[src/rtl/ctbs_pkg.sv]
// ----------------------------------------------------------------------------
// ctbs_pkg: shared types and constants of the corrected timebase sync block
// Function codes, item and result structs, adjustment thresholds.
// ----------------------------------------------------------------------------
`default_nettype none

package ctbs_pkg;

    typedef enum logic [2:0] {
        FUNC_CONVERT = 3'd0,
        FUNC_MID     = 3'd1,
        FUNC_WRAP    = 3'd2,
        FUNC_SYNC    = 3'd3,
        FUNC_APPLY   = 3'd4,
        FUNC_CLEAR   = 3'd5
    } func_t;

    localparam int unsigned TIME_W = 32;

    // Errors inside this window are applied once the first step is done.
    localparam logic signed [TIME_W-1:0] SYNC_WINDOW  = 32'sd100;
    // Adjustments beyond this magnitude count as a time change.
    localparam logic signed [TIME_W-1:0] CHANGE_LIMIT = 32'sd1000;

    typedef struct packed {
        logic [2:0]               func;
        logic [TIME_W-1:0]        raw_time;
        logic [TIME_W-1:0]        ref_time;
        logic [TIME_W-1:0]        ref_prev_offset;
        logic signed [TIME_W-1:0] adjustment;
    } item_t;

    typedef struct packed {
        logic [TIME_W-1:0]        corrected_time;
        logic                     offset_applied;
        logic                     time_changed;
        logic signed [TIME_W-1:0] sync_error;
    } result_t;

endpackage

`default_nettype wire

[src/rtl/corrected_timebase_sync.sv]
// ----------------------------------------------------------------------------
// corrected_timebase_sync: corrected microsecond timebase with reference sync
//
// Item channel: item_valid/item_stall with func, raw_time, ref_time,
// ref_prev_offset and adjustment. A transfer happens at a rising edge with
// item_valid high and item_stall low. Every item gives exactly one result on
// the result channel (result_valid/result_stall), in order.
// Configuration: cfg_write with cfg_data loads rate_multiplier; write it only
// while no item is in flight.
// Flow: an item taken at a transfer sits in the input register, is evaluated
// against the offsets there and moves to the result register once that is
// free; its result is then valid and can transfer out. Throughput is one item
// per cycle while the receiver does not stall, set by the single multiply-add
// path from the input register to the result register.
// Reset clears the offsets, arms the pending first step and clears the
// multiplier. While the receiver stalls, the result holds and the input
// register still takes one more item; after that item_stall rises.
// ----------------------------------------------------------------------------
`default_nettype none

module corrected_timebase_sync
    import ctbs_pkg::*;
(
    input  wire logic                     clk,
    input  wire logic                     rst_n,
    input  wire logic                     cfg_write,
    input  wire logic [TIME_W-1:0]        cfg_data,
    input  wire logic                     item_valid,
    output logic                          item_stall,
    input  wire logic [2:0]               func,
    input  wire logic [TIME_W-1:0]        raw_time,
    input  wire logic [TIME_W-1:0]        ref_time,
    input  wire logic [TIME_W-1:0]        ref_prev_offset,
    input  wire logic signed [TIME_W-1:0] adjustment,
    output logic                          result_valid,
    input  wire logic                     result_stall,
    output logic [TIME_W-1:0]             corrected_time,
    output logic                          offset_applied,
    output logic                          time_changed,
    output logic signed [TIME_W-1:0]      sync_error
);

    logic [TIME_W-1:0] rate_multiplier_reg;
    logic              hold_valid_reg;
    item_t             hold_item_reg;
    logic              result_valid_reg;
    result_t           result_reg;
    result_t           result_next;
    logic              out_free;
    logic              fire;
    logic              take;

    assign out_free   = !result_valid_reg || !result_stall;
    assign fire       = hold_valid_reg && out_free;
    assign item_stall = hold_valid_reg && !out_free;
    assign take       = item_valid && !item_stall;

    always_ff @(posedge clk or negedge rst_n)
    begin
        if (!rst_n)
            rate_multiplier_reg <= '0;
        else if (cfg_write)
            rate_multiplier_reg <= cfg_data;
    end

    always_ff @(posedge clk or negedge rst_n)
    begin
        if (!rst_n)
        begin
            hold_valid_reg   <= 1'b0;
            result_valid_reg <= 1'b0;
        end
        else
        begin
            if (take)
                hold_valid_reg <= 1'b1;
            else if (fire)
                hold_valid_reg <= 1'b0;

            if (fire)
                result_valid_reg <= 1'b1;
            else if (!result_stall)
                result_valid_reg <= 1'b0;
        end
    end

    // Payload registers: load on transfer, hold otherwise.
    always_ff @(posedge clk)
    begin
        if (take)
        begin
            hold_item_reg.func            <= func;
            hold_item_reg.raw_time        <= raw_time;
            hold_item_reg.ref_time        <= ref_time;
            hold_item_reg.ref_prev_offset <= ref_prev_offset;
            hold_item_reg.adjustment      <= adjustment;
        end
        if (fire)
            result_reg <= result_next;
    end

    ctbs_engine u_engine (
        .clk             (clk),
        .rst_n           (rst_n),
        .fire            (fire),
        .item            (hold_item_reg),
        .rate_multiplier (rate_multiplier_reg),
        .result          (result_next)
    );

    assign result_valid   = result_valid_reg;
    assign corrected_time = result_reg.corrected_time;
    assign offset_applied = result_reg.offset_applied;
    assign time_changed   = result_reg.time_changed;
    assign sync_error     = result_reg.sync_error;

endmodule

`default_nettype wire

[src/rtl/ctbs_corrector.sv]
// ----------------------------------------------------------------------------
// ctbs_corrector: raw count to corrected time
// Scales the raw count by the fractional multiplier and adds the offset
// picked by the top bit of the raw count.
// ----------------------------------------------------------------------------
`default_nettype none

module ctbs_corrector
    import ctbs_pkg::*;
(
    input  wire logic [TIME_W-1:0] raw_time,
    input  wire logic [TIME_W-1:0] rate_multiplier,
    input  wire logic [TIME_W-1:0] current_offset,
    input  wire logic [TIME_W-1:0] previous_offset,
    output logic      [TIME_W-1:0] corrected_time
);

    logic [2*TIME_W-1:0] product;
    logic [TIME_W-1:0]   part;
    logic [TIME_W-1:0]   scaled;

    assign product = {{TIME_W{1'b0}}, raw_time} * {{TIME_W{1'b0}}, rate_multiplier};
    assign part    = product[2*TIME_W-1:TIME_W];

    // Top bit of the multiplier selects a pure fractional rate below one.
    assign scaled  = rate_multiplier[TIME_W-1] ? part : raw_time + part;

    assign corrected_time = scaled +
        (raw_time[TIME_W-1] ? previous_offset : current_offset);

endmodule

`default_nettype wire

[src/rtl/ctbs_engine.sv]
// ----------------------------------------------------------------------------
// ctbs_engine: offset and step state with per-item function decode
// Evaluates one registered item against the offsets and updates them on
// the cycle the item moves to the result register.
// ----------------------------------------------------------------------------
`default_nettype none

module ctbs_engine
    import ctbs_pkg::*;
(
    input  wire logic              clk,
    input  wire logic              rst_n,
    input  wire logic              fire,
    input  wire item_t             item,
    input  wire logic [TIME_W-1:0] rate_multiplier,
    output result_t                result
);

    logic [TIME_W-1:0] current_offset_reg, current_offset_next;
    logic [TIME_W-1:0] previous_offset_reg, previous_offset_next;
    logic              step_pending_reg, step_pending_next;
    logic              hold_armed_reg, hold_armed_next;

    logic [TIME_W-1:0]        corrected;
    logic [TIME_W-1:0]        err;
    logic signed [TIME_W-1:0] adj_val;
    logic                     do_apply;
    logic                     in_window;

    ctbs_corrector u_corrector (
        .raw_time        (item.raw_time),
        .rate_multiplier (rate_multiplier),
        .current_offset  (current_offset_reg),
        .previous_offset (previous_offset_reg),
        .corrected_time  (corrected)
    );

    assign err       = item.ref_time + item.ref_prev_offset - corrected;
    assign in_window = ($signed(err) >= -SYNC_WINDOW) && ($signed(err) <= SYNC_WINDOW);

    always_comb
    begin
        current_offset_next  = current_offset_reg;
        previous_offset_next = previous_offset_reg;
        step_pending_next    = step_pending_reg;
        hold_armed_next      = hold_armed_reg;
        result               = '0;
        do_apply             = 1'b0;
        adj_val              = item.adjustment;

        case (item.func)
            FUNC_CONVERT:
            begin
                result.corrected_time = corrected;
            end
            FUNC_MID:
            begin
                previous_offset_next = current_offset_reg;
            end
            FUNC_WRAP:
            begin
                current_offset_next = current_offset_reg + rate_multiplier;
            end
            FUNC_SYNC:
            begin
                result.corrected_time = corrected;
                result.sync_error     = $signed(err);
                adj_val               = $signed(err);
                if (step_pending_reg)
                begin
                    if ((item.ref_prev_offset != '0) || hold_armed_reg)
                        do_apply = 1'b1;
                    else
                        hold_armed_next = 1'b1;
                end
                else if (in_window)
                begin
                    do_apply = 1'b1;
                end
            end
            FUNC_APPLY:
            begin
                do_apply = 1'b1;
            end
            FUNC_CLEAR:
            begin
                current_offset_next  = '0;
                previous_offset_next = '0;
            end
            default:
            begin
            end
        endcase

        if (do_apply)
        begin
            result.offset_applied = 1'b1;
            result.time_changed   = step_pending_reg || (adj_val < -CHANGE_LIMIT) ||
                                    (adj_val > CHANGE_LIMIT);
            current_offset_next   = current_offset_reg + adj_val;
            previous_offset_next  = previous_offset_reg + adj_val;
            step_pending_next     = 1'b0;
            hold_armed_next       = 1'b0;
        end
    end

    always_ff @(posedge clk or negedge rst_n)
    begin
        if (!rst_n)
        begin
            current_offset_reg  <= '0;
            previous_offset_reg <= '0;
            step_pending_reg    <= 1'b1;
            hold_armed_reg      <= 1'b0;
        end
        else if (fire)
        begin
            current_offset_reg  <= current_offset_next;
            previous_offset_reg <= previous_offset_next;
            step_pending_reg    <= step_pending_next;
            hold_armed_reg      <= hold_armed_next;
        end
    end

    // A held step only exists while the first step is still pending.
    a_held_implies_pending: assert property (@(posedge clk) disable iff (!rst_n)
        hold_armed_reg |-> step_pending_reg)
        else $error("step held flag set after step was taken");

    a_apply_ends_step: assert property (@(posedge clk) disable iff (!rst_n)
        (fire && result.offset_applied) |=> (!step_pending_reg && !hold_armed_reg))
        else $error("step state not cleared by applied adjustment");

    a_changed_needs_apply: assert property (@(posedge clk) disable iff (!rst_n)
        result.time_changed |-> result.offset_applied)
        else $error("time change flagged without an adjustment");

    a_clear_zeroes: assert property (@(posedge clk) disable iff (!rst_n)
        (fire && (item.func == FUNC_CLEAR)) |=>
            (current_offset_reg == '0 && previous_offset_reg == '0))
        else $error("offsets not cleared");

    a_error_only_sync: assert property (@(posedge clk) disable iff (!rst_n)
        (item.func != FUNC_SYNC) |-> (result.sync_error == '0))
        else $error("sync error reported outside sync");

endmodule

`default_nettype wire
[config.mk]
export PLATFORM = sky130hd
export DESIGN_NAME = corrected_timebase_sync
export DESIGN_NICKNAME = d
export VERILOG_FILES = /design/src/rtl/ctbs_pkg.sv /design/src/rtl/corrected_timebase_sync.sv /design/src/rtl/ctbs_corrector.sv /design/src/rtl/ctbs_engine.sv
export SDC_FILE = /design/constraint.sdc
export NUM_CORES = 2
export LEC_CHECK = 0
export BUFFER_PORTS_ARGS = -buffer_cell sky130_fd_sc_hd__buf_2
export CORE_ASPECT_RATIO = 1.4
export CORE_MARGIN = 8
export CORE_UTILIZATION = 48
export CTS_BUF_LIST = sky130_fd_sc_hd__clkbuf_4
export DETAILED_ROUTE_END_ITERATION = 8
export GPL_TIMING_DRIVEN = 0
export PLACE_DENSITY = 0.75
export SETUP_SLACK_MARGIN = 0.1
export SYNTH_ARGS = -nofsm -noshare
export SYNTH_HDL_FRONTEND = slang
export SYNTH_HIERARCHICAL = 1
export SYNTH_SLANG_ARGS = --single-unit
[constraint.sdc]
create_clock -name clk -period 15.8 [get_ports clk]
set_input_delay 3.16 -clock clk [delete_from_list [all_inputs] [get_ports clk]]
set_output_delay 3.16 -clock clk [all_outputs]
set_load 0.03 [all_outputs]
**After elaboration in Yosys (flattened, before gate mapping)**

Cells that the tools add are included.

- Output and inout port bits: 68
- Bits in registers: 297
- Word-level logic and storage cells: 79
- Input bits: 168

- Eq/ne operators: 7
- Mux-type cells: 20
- Multipliers: 1
- Order comparisons: 4
- Add/subtract/negate cells: 7
- Reduce and logical (&&, ||, !) cells: 24

Operators with widths:

| operator | number |
|---|---|
| 32-bit adder | 6 |
| 32-bit 2-to-1 mux | 5 |
| 32-bit one-hot mux with 2 select lines | 2 |
| 32-bit by 32-bit multiplier with 64-bit output | 1 |
| 32-bit by 8-bit >= comparator with 1-bit output, second input constant | 1 |
| 32-bit by 11-bit greater-than comparator with 1-bit output, second input constant | 1 |
| 32-bit by 8-bit less-or-equal comparator with 1-bit output, second input constant | 1 |
| 32-bit by 11-bit less-than comparator with 1-bit output, second input constant | 1 |
| 32-bit nonzero test | 1 |
| 32-bit subtractor | 1 |
| 1-bit 2-to-1 mux | 11 |
| 3-bit by 2-bit == test with 1-bit output, second input constant | 2 |
| 3-bit == test, second input constant | 2 |
| 2-bit AND reduction | 3 |
| 2-bit nonzero test | 3 |
| 3-bit nonzero test | 2 |
| 1-bit logical AND | 4 |
| 1-bit logical NOT | 4 |
| 1-bit logical OR | 4 |
| 2-bit by 1-bit inequality test with 1-bit output, second input constant | 2 |
| 4-bit AND reduction | 1 |
| 3-bit by 1-bit == test with 1-bit output, second input constant | 1 |
| 3-bit logical NOT | 1 |
| 2-bit 2-to-1 mux | 1 |
| other kinds (2) | 2 |

**Logic depth before layout (Yosys ltp)**

- Word-level depth: 12
- Mapped depth: 68

**Cells and area by module**

The synthesis kept the hierarchy.

By module, submodules not included:

| module | area each (sq um) | sequential area each (sq um) | instances | cells each |
|---|---|---|---|---|
| ctbs_corrector | 36438.7 | 0.0 | 1 | 4143 |
| ctbs_engine | 11459.7 | 1652.8 | 1 | 1484 |
| corrected_timebase_sync | 7347.0 | 6766.5 | 1 | 273 |

**Least setup slack after synthesis**

Ideal clock, no wire load.

- Kind: register -> register
- Start point: register rate_multiplier_reg[8]
- End point: register u_engine.current_offset_reg[31]
- Data arrival time: 14.509 ns
- Library setup time: 0.126 ns
- Setup slack: 1.165 ns
- Buffers on the path: 2
- Cell stages (with the launch flop): 63
- Cell sequence: dfrtp_1 clkbuf_1 nand2_1 fa_1 inv_1 fa_1 inv_1 fa_1 inv_1 fa_1 fa_1 fa_1 fa_1 inv_1 fa_1 inv_1 ha_1 and4_1 (+27 left out) clkbuf_1 nand2_1 o211ai_1 a211oi_1 o31ai_1 mux2i_1 o31ai_1 or2_2 o21ai_0 ha_1 or2_2 a21oi_1 a21oi_1 a21o_1 a21oi_1 xnor2_1 o21ai_0 a221o_1

- Word-level cells in the longest chain between the ends: 12

Ends and longest elaborated chain:

| element | RTL line | RTL |
|---|---|---|
| from (decl) | corrected_timebase_sync.sv:43 | `logic [TIME_W-1:0] rate_multiplier_reg;` |
| from (signal assigned) | corrected_timebase_sync.sv:63 | `rate_multiplier_reg <= cfg_data;` |
| 32-bit by 32-bit multiplier with 64-bit output (*) | ctbs_corrector.sv:22 | `assign product = {{TIME_W{1'b0}}, raw_time} * {{TIME_W{1'b0}}, rate_multiplier};` |
| 32-bit adder | ctbs_corrector.sv:26 | `assign scaled = rate_multiplier[TIME_W-1] ? part : raw_time + part;` |
| 32-bit 2-to-1 mux (*) | ctbs_corrector.sv:26 |  |
| 32-bit adder (*) | ctbs_corrector.sv:28 | `assign corrected_time = scaled +` |
| via u_engine.corrected[22] | ctbs_engine.sv:24 | `logic [TIME_W-1:0] corrected;` |
| 32-bit subtractor (*) | ctbs_engine.sv:38 | `assign err = item.ref_time + item.ref_prev_offset - corrected;` |
| 32-bit by 8-bit >= comparator with 1-bit output or 32-bit by 8-bit less-or-equal comparator with 1-bit output (tied branches) | ctbs_engine.sv:39 | `assign in_window = ($signed(err) >= -SYNC_WINDOW) && ($signed(err) <= SYNC_WINDOW);` |
| 1-bit logical AND | ctbs_engine.sv:39 |  |
| 1-bit 2-to-1 mux | ctbs_engine.sv:76 | `else if (in_window)` |
| 1-bit 2-to-1 mux | ctbs_engine.sv:69 | `if (step_pending_reg)` |
| 1-bit one-hot mux with 2 select lines | ctbs_engine.sv:51 | `case (item.func)` |
| 3-bit nonzero test (no line) | n/a |  |
| 2-bit AND reduction (no line) | n/a |  |
| to (signal assigned) | ctbs_engine.sv:118 | `current_offset_reg <= current_offset_next;` |
| to (decl) | ctbs_engine.sv:19 | `logic [TIME_W-1:0] current_offset_reg, current_offset_next;` |

The timed path passes the listed nets; every way through them passes the cells marked *.
A chain may end at the register's enable or synchronous reset.

**Worst setup path in the final report**

- Start point: register rate_multiplier_reg[31]
- End point: register u_engine.previous_offset_reg[4]

- Word-level cells in the longest chain between the ends: 12

Ends and longest elaborated chain:

| element | RTL line | RTL |
|---|---|---|
| 32-bit by 32-bit multiplier with 64-bit output | ctbs_corrector.sv:22 |  |
| 32-bit adder | ctbs_corrector.sv:26 |  |
| 32-bit 2-to-1 mux (*) | ctbs_corrector.sv:26 |  |
| 32-bit adder (*) | ctbs_corrector.sv:28 |  |
| via u_engine.corrected[19] | ctbs_engine.sv:24 |  |
| 32-bit subtractor (*) | ctbs_engine.sv:38 |  |
| 32-bit by 8-bit >= comparator with 1-bit output or 32-bit by 8-bit less-or-equal comparator with 1-bit output (tied branches) | ctbs_engine.sv:39 |  |
| 1-bit logical AND (*) | ctbs_engine.sv:39 |  |
| 1-bit 2-to-1 mux (*) | ctbs_engine.sv:76 |  |
| 1-bit 2-to-1 mux (*) | ctbs_engine.sv:69 |  |
| 1-bit one-hot mux with 2 select lines (*) | ctbs_engine.sv:51 |  |
| 3-bit nonzero test (no line) | n/a |  |
| 2-bit AND reduction (no line) | n/a |  |
| to (signal assigned) | ctbs_engine.sv:119 | `previous_offset_reg <= previous_offset_next;` |
| to (decl) | ctbs_engine.sv:20 | `logic [TIME_W-1:0] previous_offset_reg, previous_offset_next;` |

Marks and branches as above.

==> key figures <==
Synthesis
  • Most numerous cell in the Yosys netlist: inv_1
  • Yosys warning count: 6
  • Post-Syn Area: roughly 0.055 sq mm
  • #FFs+latches synth: 297
  • Post-Synth Adder-Cell Area: between 40% and 50%
  • Synth area leader: fa_1
  • Largest cells by area after synthesis: fa_1 34%, edfxtp_1 11%, ha_1 10%, inv_1 7.5%, and2_1 6.1%
  • Mux share of post-synthesis cell area: ~2.4%
  • Synth top cells by count: 1101 x inv_1, 931 x fa_1, 692 x nand2_1, 541 x and2_1, 454 x ha_1
  • Syn nets: between 7000 and 8000
  • Synth Area in XOR/XNOR: 3.148%
  • Syn Area/Cell: about 9.4 sq um
  • Main combinational cell family by area after synthesis: adder cells
  • Async SR Flop Fraction: 33.67%
  • Post-synthesis compound-gate area fraction: a little over a tenth
  • Post-synth EDFFs: approximately 200
  • Seq/Total Area, Yosys: ~15%
  • Post-Synth Simple-Gate Area: approximately 15%
  • Post-synth cell types: just under 100
  • Synth top area share: approximately 34%
  • Cells after Synth: about 6000
  • Post-synth top flop: edfxtp_1

Timing
  • Skew final: ~120 ps
  • Fmax: 64.17 MHz
  • Worst hold margin: ~520 ps
  • Rel. slew slack: 23.88%
  • Final hold violation count: 0
  • Finish-stage setup viols: 0
  • Slew at the pin closest to its max-slew limit: 1132 ps
  • Final period util: 98.63%
  • Count of final max-slew check failures: 0
  • Min Tclk post-route: ~16000 ps

Placed design
  • Post-detail-place hpwl: between 150 and 200 mm
  • Placed insts: between 7000 and 8000
  • # port buffers: ~230
  • Final Wtd Congestion: roughly 1.1

Clock network
  • CTS HTree Levels: 3
  • Clk slew on worst S/H paths: ~70 ps
  • Clk_lat worst skew: 1000 ps
  • Hold buffer count at CTS: 0
  • Clk sinks: roughly 300
  • CTS root buf: clkbuf_4
  • Max Root-Sink Buffers: 3
  • CTS tree: yes
  • CTS Buf Count: 82

Detailed routing
  • Drt pass-1 iters: 7
  • Final WL: around 220 mm
  • ANT nets after route: 0
  • # DRC: 0
  • Starting DRT DRC Count: between 3000 and 4000
  • Vias per inst: 5.772
  • Wire per inst: approximately 27 um
  • Routed via count: between 40000 and 50000

Setup path
  • WP data arrival: roughly 16000 ps
  • Slowest CP cell: fa_1
  • Worst reg2reg path depth: between 60 and 70
  • RR Startpoint: rate_multiplier_reg[31]$_DFFE_PN0P_
  • Crit Path Class: flop to flop
  • CP delay by family, top: adder cells
  • Bufs and invs on worst path: 13
  • R2R Path End: u_engine/previous_offset_reg[4]$_DFFE_PN0P_
  • Most common cell on crit path: fa_1
  • Critical path endpoint category: flop
  • Crit-path max FO: 11
  • CP required: around 17000 ps
  • Critical Path Source Type: flop
  • CP peak stage delay: about 610 ps
  • R2R Setup Slk: 220 ps
  • Setup crit start: rate_multiplier_reg[31]$_DFFE_PN0P_

Min path
  • Worst Hold Path EP: result_valid$_DFFE_PN0P_
  • Hold path depth: 1
  • Hold crit path type: flop to flop
  • Hold path startpoint: hold_valid_reg$_DFFE_PN0P_

Run status
  • Status: finished, final reports clean

Global routing
  • Vias in the first global route: around 49000
  • Largest net degree at the start of global routing: 72
  • Initial antenna violation count: 18
  • First-pass GRT wire length: 312.3 mm
  • GR Overflow Total: 0
  • GRT Util Overall: approximately 34%

Floorplan
  • Die Y: ~420 um
  • Core Rows: roughly 150
  • Die area: around 0.13 sq mm
  • Core area: between 0.1 and 0.15 sq mm
  • Die W: 302.7 um
  • Starting Density: roughly half
  • Ports: about 240

Cells and area
  • Finished Core Util: between 50% and 60%
  • Fill cell count: 10070
  • Synth-to-Final Area Change: 17.00%
  • Layout cell share with drive strength beyond 1: approximately 20%
  • Layout net count: between 8000 and 9000
  • Finished Layout Cells: about 8000
  • Largest register FFs: 131

Flow run
  • Max-cap violations: 0
-- cell type report --
cell class	instances	area (sq um)	share of cell area [%]
multi-input combinational	4225	43620	67.49
sequential	297	8502	13.15
inverter	1102	4136	6.400
timing repair buffer	479	3314	5.128
buffer	261	2096	3.242
tap	1490	1864	2.884
clock buffer	107	803.3	1.243
clock inverter	43	247.7	0.3833
antenna	20	50.05	0.07743
-- worst max path at each step --
stage,end,slack (ps),cells after the start
2_1_floorplan,u_engine/current_offset_reg[31]$_DFFE_PN0P_,1170,62
3_3_place_gp,u_engine/previous_offset_reg[29]$_DFFE_PN0P_,-4130,56
5_1_grt,u_engine/previous_offset_reg[4]$_DFFE_PN0P_,-100,61
3_5_place_dp,u_engine/previous_offset_reg[29]$_DFFE_PN0P_,-3600,54
6_report,u_engine/previous_offset_reg[4]$_DFFE_PN0P_,220,61
4_1_cts,u_engine/previous_offset_reg[29]$_DFFE_PN0P_,90,62
-- cells by family (layout without fill, tap and decap cells) --
logic type               count (synthesis)  count (layout)
XOR/XNOR                               197             197
AND/OR/NAND/NOR                       1680            1680
buffers and inverters                 1378            1992
AO/OA/AOI/OAI                          854             854
multiplexers                           109             109
adder cells (fa/ha/maj)               1385            1385
other                                    0              20
flip-flops                             297             297
-- cells in the final DEF, fill, tap and decap left out, drive strengths merged, types with 23 or more instances in the layout --
| master | netlist | routed |
|---|---|---|
| nor3 | 43 | 43 |
| o22ai | 26 | 26 |
| ha | 454 | 454 |
| inv | 1101 | 1105 |
| nand3 | 41 | 41 |
| a31oi | 23 | 23 |
| o221ai | 31 | 31 |
| xor2 | 83 | 83 |
| nand4 | 44 | 44 |
| nor2 | 159 | 159 |
| and3 | 31 | 31 |
| dfrtp | 99 | 99 |
| edfxtp | 197 | 197 |
| clkbuf | 240 | 272 |
| xnor2 | 113 | 113 |
| buf | 36 | 574 |
| o21a | 54 | 54 |
| a21oi | 203 | 203 |
| clkinv | 1 | 38 |
| nand2b | 25 | 25 |
| o211ai | 31 | 31 |
| a21o | 155 | 155 |
| nand2 | 692 | 692 |
| mux2 | 102 | 102 |
| o21ai | 138 | 138 |
| and2 | 541 | 541 |
| a211oi | 29 | 29 |
| fa | 931 | 931 |
-- what timing repair did --
item | CTS | global route
pin swaps | 56 | 170
buffers inserted | 113 | 122
hold endpoints to repair | 0 | 0
gates resized for setup | 575 | 452
gates cloned | 0 | 4
endpoints found under the setup margin | 80 | 68
-- metal layers --
layer	routed length, um	part of all wire (%)	GRT usage (%)	up-vias
met3	17220	8.0	7.286	875
met1	73010	34	36.09	23030
met5	108	0.050	0	-
met4	23460	11	29.00	16
li1	-	-	-	19980
met2	102600	47	56.43	2423
-- metrics by stage --
stage | TNS (ps) | worst slack [ps] | cell area, sq um
after floorplan | 0 | 1165 | 55250
after global routing | -2315 | -101.2 | 64590
final | 0 | 216.4 | 64640
after global placement | -276670 | -4134 | 58280
after detailed placement | -234630 | -3600 | 58430
after CTS | 0 | 90.37 | 62080
Power is left out: the tool's default activity adds up to more than one toggle a clock period on the data nets, which glitch-free logic cannot reach.
